[config.mk]
export PLATFORM = sky130hd
export DESIGN_NAME = wvm_ram
export DESIGN_NICKNAME = d
export VERILOG_FILES = /design/src/sv/assert_macros.svh /design/src/sv/wvm_ram.sv
export SDC_FILE = /design/constraint.sdc
export NUM_CORES = 2
export LEC_CHECK = 0
export ABC_AREA = 0
export BUFFER_PORTS_ARGS = -buffer_cell sky130_fd_sc_hd__clkbuf_2
export CORE_MARGIN = 3
export CORE_UTILIZATION = 45
export DETAILED_ROUTE_END_ITERATION = 12
export PLACE_DENSITY = 0.64
export SYNTH_ARGS = -nofsm -noshare
export SYNTH_HDL_FRONTEND = slang
export SYNTH_SLANG_ARGS = --single-unit
[constraint.sdc]
create_clock -name clk -period 3.22 [get_ports clk]
set_clock_uncertainty 0.15 [all_clocks]
set_input_delay 0.644 -clock clk [delete_from_list [all_inputs] [get_ports clk]]
set_output_delay 0.644 -clock clk [all_outputs]
set_load 0.03 [all_outputs]
[src/sv/assert_macros.svh]
// ----------------------------------------------------------------------------
// assert_macros.svh
// Shared assertion macros for the voice mixer RTL.
// ----------------------------------------------------------------------------
`ifndef ASSERT_MACROS_SVH
`define ASSERT_MACROS_SVH

// Same-cycle implication, disabled during reset.
`define WVM_ASSERT_IMP(lbl, clk, rst, ante, cons, msg) \
  lbl: assert property (@(posedge clk) disable iff (rst) (ante) |-> (cons)) \
    else $error(msg);

// Next-cycle implication, disabled during reset.
`define WVM_ASSERT_NXT(lbl, clk, rst, ante, cons, msg) \
  lbl: assert property (@(posedge clk) disable iff (rst) (ante) |=> (cons)) \
    else $error(msg);

`endif

[src/sv/wvm_ram.sv]
// ----------------------------------------------------------------------------
// wvm_ram
// Generic single-port RAM with registered read data.
// ----------------------------------------------------------------------------
`default_nettype none

module wvm_ram #(
  parameter int WIDTH = 8,
  parameter int DEPTH = 256,
  parameter int AW    = $clog2(DEPTH)
) (
  input  logic             clk,
  input  logic             we,
  input  logic [AW-1:0]    addr,
  input  logic [WIDTH-1:0] wdata,
  output logic [WIDTH-1:0] rdata
);

  logic [WIDTH-1:0] mem [DEPTH];

  always_ff @(posedge clk) begin
    if (we) begin
      mem[addr] <= wdata;
    end
    rdata <= mem[addr];
  end

endmodule

`default_nettype wire

==> impl.org <==
** Run status
- The flow ran to the end, and the final reports show no timing, DRC or antenna violations.

** Yosys
- Count of flip-flops with a built-in enable after synthesis :: between 2,000 and 2,500
- By area the synthesized netlist is led by edfxtp_1 78%, mux4_2 15%, a22oi_1 2.4%, nor2_1 1.1%, a21oi_1 0.82%.
- Averaged over all synthesized cells, the footprint is 22.1 sq um.
- Top-area cell type share of the netlist area :: approximately 78%
- During synthesis, Yosys emitted a total of 0 warnings.
- Portion of the post-synthesis area used by sequential elements :: 78.6%
- For this run, asynchronously set or reset flops after synthesis account for 0%.
- edfxtp_1 takes more of the synthesized area than any other cell.
- Primary FF master, synth :: edfxtp_1
- Post-synthesis instance area :: 78,500 sq um
- Count of distinct cell types in the synthesized netlist :: 22
- Synthesis handed over a netlist of ~3,500 instances.
- Number of synthesized register bits :: a little over 2,000
- Synthesis produced a netlist with a net count of about 3,600.

** Clock network
- Clock Path Buffers :: 3
- Later-pin clock latency in the skew report :: 0.82 ns
- Counting every sink on the clock net gives about 2,000.
- TritonCTS clock tree :: done
- # Post-CTS Setup Buffers :: 0
- Clock-pin slew was measured on the worst setup and hold paths at roughly 0.060 ns.
- Number of buffers added to fix hold violations after cts :: 0
- Root Buffer Master :: clkbuf_16
- Number of levels in the clock H-tree :: 4
- Clock tree synthesis inserted a total of 200 buffers.
- Resize count post-CTS :: 0

** Timing
- Final slew viol count :: 0
- Hold Vio Cnt, Final :: 0
- Final number of setup-violating endpoints :: 0
- On the final layout, the worst hold slack is approximately 0.073 ns.
- Headroom to the max-slew limit came out at 27.8%.
- For the pin with the worst max-slew slack, the measured transition is between 1 and 1.5 ns.
- Setup repair after global routing left no endpoint under its margin.
- Derived from the worst setup path, the maximum achievable clock frequency is 322 MHz.
- Final worst path period share :: between 90% and 100%
- For the finished layout, the period the worst path requires is between 3 and 4 ns.

** Worst setup path
- Worst EP arrival :: 3.61 ns
- Critical Path Most Common Cell :: buf_4
- In this run the critical register-to-register path is launched from mem[43][6].
- Highest fanout seen on the critical path :: 15
- The number of buffers and inverters on the critical path is 4.
- STA puts the critical path data required time at roughly 3.7 ns.
- In this run the worst setup path begins at addr[0].
- Kind of end point of the critical path :: register
- Worst Setup Path Type :: input pin to register
- In this design, the largest share of critical-path delay is due to compound AO/OA/AOI/OAI gates.
- In this design, the stage delay of the slowest critical-path cell is 1.00 ns.
- Launching element type of the critical path :: input pin
- For this design, the slowest cell found on the critical path is o41ai_1.
- Walking the worst path, the cells encountered are buf_8, buf_12, buf_4, buf_4, mux4_2, a22oi_1, a21oi_1, o41ai_1, nand4_1.

** Detailed routing
- DRT Pass-1 Iters :: 5
- Count of unresolved DRC violations after routing :: 0
- Using the TritonRoute via totals, the vias-per-cell ratio works out to just under 6.
- Detailed-route wire length :: about 190 mm
- Number of violations reported at the end of detailed-routing iteration 0 :: roughly 5,000
- Routed len/inst :: 28.9 um
- The detail route stage leaves a number of antenna-violating nets equal to 0.
- The detailed router placed between 30,000 and 40,000 vias in this run.

** Floorplanning
- The initial utilization of the core area, before any placement, comes to between 40% and 50%.
- After floorplanning, the core was divided into between 150 and 200 placement rows.
- The die is 424 um tall.
- The floorplan step defined a die boundary enclosing between 150,000 and 200,000 sq um.
- The floorplan step defined a core boundary enclosing 172,000 sq um.
- Ports :: 26
- Die Wd :: ~420 um

** Place
- At the end of routability-driven placement, the weighted congestion stood at between 0.8 and 0.9.
- Detailed placement finished with a half-perimeter wire length of roughly 120 mm.
- The count of buffers added on input and output ports is 25.

** GRT
- Total overflow reported by the global router :: 0
- Via count of the first global-routing pass :: slightly below 40,000
- For this run, the total global-route usage over all layers was measured as a little over a fifth.
- Number of antenna violations at the first check in global routing :: 3
- Pin count of the biggest net entering global routing :: approximately 110
- The first global-routing pass estimated 280 mm of wire.

** Power
- Leakage :: 0.0295 uW
- Worst vdd ir :: roughly 0.57 mV
- For this design the ratio of total power to cell area is just under 600 nW/um^2.

** Run
- Max_cap viols :: 0

** Cells and area
- Layout overhead on the synthesized area :: 18.2%
- Fraction of final layout cells with drive strength greater than 1 :: about 34%
- The filler cells instantiated in the layout total ~13,000.
- Final Util :: a little over half
- Nets :: between 4,000 and 5,000

** Min path
- In this run the worst hold path is classified as input pin to register.
- The startpoint identified for the worst hold timing path is wdata[7].
per-stage QoR:
step	cells	area [sq um]	setup TNS [ns]	setup slack [ns]	total power (uW)
after global placement	6284	86400	-3.83	-0.717	32900
after detailed placement	6284	86400	-3.67	-0.765	33000
after floorplan	3547	78500	0	0.207	31400
after CTS	6650	92800	0	0.125	55600
after global routing	6650	92800	0	0.0108	56800
final	6651	92800	0	0.111	55100
cell usage in the layout, fill, tap and decap left out:
| cell type | count |
|---|---|
| o41ai_1 | 32 |
| nand2_1 | 27 |
| inv_16 | 2 |
| clkbuf_16 | 203 |
| nand2b_1 | 4 |
| buf_4 | 549 |
| nand2b_2 | 2 |
| clkbuf_1 | 39 |
| diode_2 | 1 |
| mux4_2 | 512 |
| clkinv_16 | 2 |
| edfxtp_1 | 2048 |
| a21oi_1 | 128 |
| clkbuf_8 | 2 |
| nand2_2 | 1 |
| nor3_1 | 30 |
| nor2_4 | 1 |
| nor2b_1 | 5 |
| or2_2 | 2 |
| and2_1 | 2 |
| nor2_1 | 231 |
| buf_8 | 8 |
| inv_6 | 6 |
| nand4_1 | 8 |
| clkinv_1 | 51 |
| clkinvlp_4 | 8 |
| dfxtp_1 | 8 |
| nor2b_4 | 2 |
| clkinv_2 | 33 |
| clkbuf_2 | 15 |
| bufinv_16 | 18 |
| or3_1 | 1 |
| clkinv_8 | 4 |
| and2_4 | 1 |
| buf_12 | 85 |
| nand3_1 | 13 |
| inv_1 | 1 |
| a22oi_1 | 256 |
worst paths after layout:
kind	endpoint	slack [ns]	cells past startpoint
min reg2reg	rdata[0]	0.90	5
min	mem[76][7]	0.07	1
max	rdata[6]	0.11	9
max reg2reg	rdata[6]	0.33	5
logic make-up (layout without fill, tap and decap cells):
logic type | count (synthesis) | in the layout | share of synthesized area, %
DFF | 2056 | 2056 | 78.6
muxes | 512 | 512 | 14.7
AOI/OAI and AO/OA | 416 | 416 | 3.62
and+or+nand+nor | 330 | 330 | 1.73
buffers and inverters | 233 | 1026 | 1.40
other | 0 | 1 | 0
cell usage after synthesis (7+ instances only):
cell type	n
a21oi_1	128
nor3_1	30
edfxtp_1	2048
buf_6	16
nand3_1	13
nand4_1	8
nand2_1	28
a22oi_1	256
nor2b_1	7
nor2_1	232
o41ai_1	32
dfxtp_1	8
buf_1	19
buf_2	36
mux4_2	512
buf_4	16
clkbuf_1	145
state kept, by name, indices dropped and copies added, names as in the netlist:
register,count
mem,2048
rdata,8
area by class of cell:
| class | instances | area (sq um) | share of cell area (%) |
|---|---|---|---|
| Tap cell | 2310 | 2890 | 3.12 |
| Antenna cell | 1 | 2.50 | 0.00270 |
| Timing Repair Buffer | 659 | 6050 | 6.52 |
| Multi-Input combinational cell | 1258 | 15800 | 17.0 |
| Clock buffer | 242 | 5230 | 5.63 |
| Clock inverter | 124 | 1170 | 1.27 |
| Sequential cell | 2056 | 61700 | 66.5 |
| Inverter | 1 | 3.75 | 0.00405 |
layer usage:
| metal | vias up | global-route usage (%) | part of all wire (%) |
|---|---|---|---|
| li1 | 16400 | - | - |
| met1 | 21000 | 30.7 | 40 |
| met5 | - | 0 | 0 |
| met4 | 0 | 6.22 | 2.6 |
| met3 | 264 | 4.05 | 8.4 |
| met2 | 1750 | 34.1 | 49 |
worst reg2reg max path: stages, from the launching register on:
cell and delay, ns:
edfxtp_1 0.36, mux4_2 0.50, a22oi_1 0.34, a21oi_1 0.20, o41ai_1 1.00, nand4_1 0.18
report_power, final:
part / switching, uW / leakage [uW] / internal (uW) / total, uW
combinational: 1690 / 0.00790 / 1120 / 2820
sequential: 52.2 / 0.0185 / 29500 / 29500
clock: 9770 / 0.00311 / 13000 / 22800
total: 11500 / 0.0295 / 43600 / 55100
Power figures use the tool's default switching activity.
