==> src/sv/assert_macros.svh <==
// ----------------------------------------------------------------------------
// assert_macros.svh
// Shared assertion macros for the voice mixer RTL.
// ----------------------------------------------------------------------------
`ifndef ASSERT_MACROS_SVH
`define ASSERT_MACROS_SVH

// Same-cycle implication, disabled during reset.
`define WVM_ASSERT_IMP(lbl, clk, rst, ante, cons, msg) \
  lbl: assert property (@(posedge clk) disable iff (rst) (ante) |-> (cons)) \
    else $error(msg);

// Next-cycle implication, disabled during reset.
`define WVM_ASSERT_NXT(lbl, clk, rst, ante, cons, msg) \
  lbl: assert property (@(posedge clk) disable iff (rst) (ante) |=> (cons)) \
    else $error(msg);

`endif

==> src/sv/wvm_pkg.sv <==
// ----------------------------------------------------------------------------
// wvm_pkg
// Types, codes and constants of the wavetable voice mixer.
// ----------------------------------------------------------------------------
`default_nettype none

package wvm_pkg;

  localparam int VOICES_DEF    = 24;
  localparam int SLOTS_DEF     = 24;
  localparam int SLOT_SIZE_DEF = 4096;

  localparam int CFG_IDX_W  = 1;
  localparam int CFG_DATA_W = 1;

  localparam logic [CFG_IDX_W-1:0] CFG_PLAYING = 1'b0;
  localparam logic [CFG_IDX_W-1:0] CFG_MUTE    = 1'b1;

  localparam logic [2:0] OP_START  = 3'd0;
  localparam logic [2:0] OP_TICK   = 3'd1;
  localparam logic [2:0] OP_RENDER = 3'd2;
  localparam logic [2:0] OP_WRITE  = 3'd3;
  localparam logic [2:0] OP_SLOT   = 3'd4;

  localparam logic [1:0] ST_FREE    = 2'd0;
  localparam logic [1:0] ST_SUSTAIN = 2'd1;
  localparam logic [1:0] ST_RELEASE = 2'd2;

  localparam logic signed [7:0] SQ_AMP      = 8'sd48;
  localparam logic [8:0]        ENV_MAX     = 9'd256;
  localparam logic [8:0]        ENV_ATTACK  = 9'd8;
  localparam logic [8:0]        ENV_RELEASE = 9'd4;
  localparam logic [6:0]        PAN_MAX     = 7'd127;

  localparam int IDX_W = 16;  // integer part of the Q16.16 cursor
  localparam int LS_W  = 12;
  localparam int LEN_W = 13;

  typedef struct packed {
    logic [2:0]        opcode;
    logic [4:0]        slot;
    logic [11:0]       address;
    logic [12:0]       slot_length;
    logic              looped;
    logic signed [7:0] sample_byte;
    logic              is_square;
    logic [29:0]       step;
    logic [15:0]       duty;
    logic [7:0]        length_ticks;
    logic [6:0]        volume;
    logic [6:0]        pan;
  } cmd_t;

  typedef struct packed {
    logic signed [15:0] left;
    logic signed [15:0] right;
    logic               voice_started;
    logic               any_voice_active;
  } res_t;

endpackage

`default_nettype wire

==> src/sv/wvm_rem.sv <==
// ----------------------------------------------------------------------------
// wvm_rem
// Bit-serial restoring remainder unit, one quotient bit per cycle.
// ----------------------------------------------------------------------------
`default_nettype none

module wvm_rem (
  input  logic                        clk,
  input  logic                        rst,
  input  logic                        start,
  input  logic [wvm_pkg::IDX_W-1:0]   dividend,
  input  logic [wvm_pkg::LEN_W-1:0]   divisor,
  output logic                        done,
  output logic [wvm_pkg::LEN_W-1:0]   rem
);
  import wvm_pkg::*;

  localparam int CNT_W = $clog2(IDX_W + 1);

  logic               running;
  logic [CNT_W-1:0]   cnt;
  logic [IDX_W-1:0]   dvd;
  logic [LEN_W-1:0]   dsr;
  logic [LEN_W:0]     part;
  logic [LEN_W:0]     trial;

  // remainder stays below the divisor, so one extra bit holds the shifted trial
  assign trial = {part[LEN_W-1:0], dvd[IDX_W-1]};
  assign rem   = part[LEN_W-1:0];

  always_ff @(posedge clk) begin
    if (rst) begin
      running <= 1'b0;
      done    <= 1'b0;
    end else begin
      done <= 1'b0;
      if (start) begin
        running <= 1'b1;
        cnt     <= CNT_W'(IDX_W);
        dvd     <= dividend;
        dsr     <= divisor;
        part    <= '0;
      end else if (running) begin
        if (trial >= {1'b0, dsr}) begin
          part <= trial - {1'b0, dsr};
        end else begin
          part <= trial;
        end
        dvd <= dvd << 1;
        cnt <= cnt - 1'b1;
        if (cnt == CNT_W'(1)) begin
          running <= 1'b0;
          done    <= 1'b1;
        end
      end
    end
  end

endmodule

`default_nettype wire

==> config.mk <==
export PLATFORM = sky130hd
export DESIGN_NAME = wvm_rem
export DESIGN_NICKNAME = d
export VERILOG_FILES = /design/src/sv/assert_macros.svh /design/src/sv/wvm_pkg.sv /design/src/sv/wvm_rem.sv
export SDC_FILE = /design/constraint.sdc
export NUM_CORES = 1
export LEC_CHECK = 0
export CORE_ASPECT_RATIO = 0.9
export CORE_MARGIN = 4
export CORE_UTILIZATION = 30
export DETAILED_ROUTE_END_ITERATION = 10
export DONT_BUFFER_PORTS = 1
export HOLD_SLACK_MARGIN = 0.1
export PLACE_DENSITY = 0.5
export REMOVE_ABC_BUFFERS = 1
export SLEW_MARGIN = 15
export SYNTH_ARGS = -nofsm -noshare
export SYNTH_HDL_FRONTEND = slang
export SYNTH_SLANG_ARGS = --single-unit
export TNS_END_PERCENT = 10
==> constraint.sdc <==
create_clock -name clk -period 3.45 [get_ports clk]
set_input_delay 0.69 -clock clk [delete_from_list [all_inputs] [get_ports clk]]
set_output_delay 0.69 -clock clk [all_outputs]
set_load 0.005 [all_outputs]
==> reports/metrics.cfg <==
[status]
status = finished, final reports clean

[finish]
diodes = 0
areaGrowthSynthToFinish_pct = 9.30
final_nets = 267
final_cell_area_mm2 = 0.00288
drive_above_1_share = 0.155

[flow_run]
maxCapViolations = 0

[place]
dpl.hpwl_um = 3910
dpl-instance-area_mm2 = 0.00279
portBuffers = 0
place.gp.congestion = 0.753

[clocking]
cts_resized = 0
numCtsBuffers = 5
clk_pin_slew_worst_paths_ns = 0.10
htree_levels = 2
clock-sinks = 49
hold_buffers = 0
cts_root_buf = clkbuf_8
clkLatencyLatePin_ns = 0.30
cts_setup_buffers = 0
clock_path_buffers = 2
cts_tree = yes

[pwr]
powerDensity_mw_per_mm2 = 487
power_leakage_nw = 1.09
ir_worst_vdd_uv = 213

[global_routing]
grt_pass1_wl_um = 8870
antenna_found_initial = 0
grt_pass1_vias = 1787
grt.total_usage = 0.109
grt-ovfl-total = 0
grt_start_max_net_pins = 33

[worst_setup_path]
worstSetupPathType = flip-flop to flip-flop
cp-end-kind = flip-flop
required_ns = 3.51
cp_slowest_cell = edfxtp_1
start_kind = flip-flop
path_cells = ha_1 -> a211o_2 -> a2111oi_4 -> o31ai_1 -> a21o_1 -> nand2_1 -> o21ai_0
crit_arrival_ns = 2.78
critPathMaxStageDelay_ns = 0.45
critPathMaxFanout = 10

[floorplan]
dieWidth_um = 107
dieArea_mm2 = 0.0104
die_y_um = 96.9
core-area_mm2 = 0.00857
io-pin-count = 46
initial_core_util = 0.308
rows = 32

[yosys]
syn_inst = 213
yosysUniqueCellTypes = 47
synth-seq-area-share = 0.551
yosysWarnings = 0
synth_area_mm2 = 0.00264
ys.flop_type = edfxtp_1
synthMostInstantiatedCell = edfxtp_1
synth_top_area_cell = edfxtp_1
synth_async_sr_flop_share = 0
syn_area_per_cell_um2 = 12.4
synth_top_area_share = 0.535
synth_area_leaders = edfxtp_1 54%, ha_1 7.1%, mux2_2 6.4%, nor2_1 3.0%, inv_1 2.8%
synth_common_cells = 47 x edfxtp_1, 21 x nor2_1, 20 x inv_1
synth_edf_count = 47
ys_ff_latch = 49

[sta]
hold_viol_final = 0
max_slew.worst_pin.slew_ns = 0.660
min_period_over_period = 0.788
setup_viol = 0
layout_min_cycle_time_ns = 2.72
slew_headroom = 0.558
final.setup_skew_ns = 0.00845
fin_tns_setup_ns = 0
rsz0062_at_grt = no
slew_violations = 0
fmax_mhz = 368

[routing]
drt-initial-drc-count = 42
wirelength_um = 5440
ant_nets = 0
drc = 0
vias = 1629
via_per_inst = 4.81
wl_per_cell_um = 16.1
firstDrtPassIters = 4

[min_path]
hp-class = input port to flip-flop

-- stage by stage --
stage	power (mW)	hold WS, ns	utilization	instances	setup WS (ns)
after floorplan	0.997	0.460	-	209	0.820
after global routing	1.49	0.445	0.336	339	0.455
after detailed placement	1.07	0.477	0.326	331	0.724
after CTS	1.43	0.445	0.336	339	0.718
final	1.40	0.458	0.336	339	0.733
after global placement	1.07	0.470	0.326	331	0.725
-- worst paths after layout --
check / from / end / slack [ns] / depth (start not counted)
setup reg to reg: part[6]$_SDFFCE_PP0P_ / part[11]$_SDFFCE_PP0P_ / 0.73 / 7
hold reg to reg: running$_SDFF_PP0_ / done$_SDFF_PP0_ / 0.49 / 1
setup / recovery: part[6]$_SDFFCE_PP0P_ / part[11]$_SDFFCE_PP0P_ / 0.73 / 7
hold / removal: rst / done$_SDFF_PP0_ / 0.46 / 1
-- layer usage --
| metal | global-route usage | vias to the layer above | wire length [um] |
|---|---|---|---|
| li1 | - | 796 | - |
| met1 | 0.136 | 792 | 2470 |
| met2 | 0.177 | 36 | 2560 |
| met3 | 0.0407 | 5 | 371 |
| met4 | 0.0265 | 0 | 40 |
| met5 | 0 | - | 0 |
-- report_power, final --
| group | total [mW] | switching, mW | internal, mW |
|---|---|---|---|
| Sequential | 0.741 | 0.0287 | 0.712 |
| Combinational | 0.312 | 0.171 | 0.141 |
| Clock | 0.350 | 0.206 | 0.145 |
| Total | 1.40 | 0.405 | 0.998 |
-- cell usage in the layout, fill, tap and decap left out, drive strengths merged, types with 3 or more instances in the layout --
master   count
clkbuf       6
o21ai        8
mux2i        5
nand3        5
a21o         4
ha          15
o21a         4
xnor2        8
inv         20
a21oi       10
nor2        21
xor2         3
a2111oi      3
buf          3
edfxtp      47
mux2        15
nor3         5
nand2        8
-- logic make-up (layout without fill, tap and decap cells) --
logic type,count (synthesis),after routing,share of synthesized area
DFF,49,49,0.551
AOI/OAI and AO/OA,43,43,0.123
adders and majority gates,16,16,0.0788
xor gates and xnor gates,11,11,0.0365
and+or+nand+nor,50,50,0.0911
buffers and inverters,24,31,0.0370
muxes,20,20,0.0831
-- final cells by class --
cell class / count / area (um2)
well taps: 119 / 149
clock inverters: 2 / 16.3
inverters: 20 / 75.1
flip-flops and latches: 49 / 1450
repair buffers: 3 / 22.5
clock buffers: 6 / 72.6
multi-input cells: 140 / 1090
fillers: 885 / 5690
-- flip-flops by register name, indices dropped and copies added, names as in the netlist --
name / cells
cnt: 5
running: 1
part: 13
dsr: 13
dvd: 16
done: 1
-- critical path: cells and delay by family (launching register included) --
family	cells	cell delay (ns)
AO/OA/AOI/OAI	5	1.36
flip-flops	1	0.45
AND/OR/NAND/NOR	1	0.24
adder cells (fa/ha/maj)	1	0.42
Power figures use the tool's default switching activity.
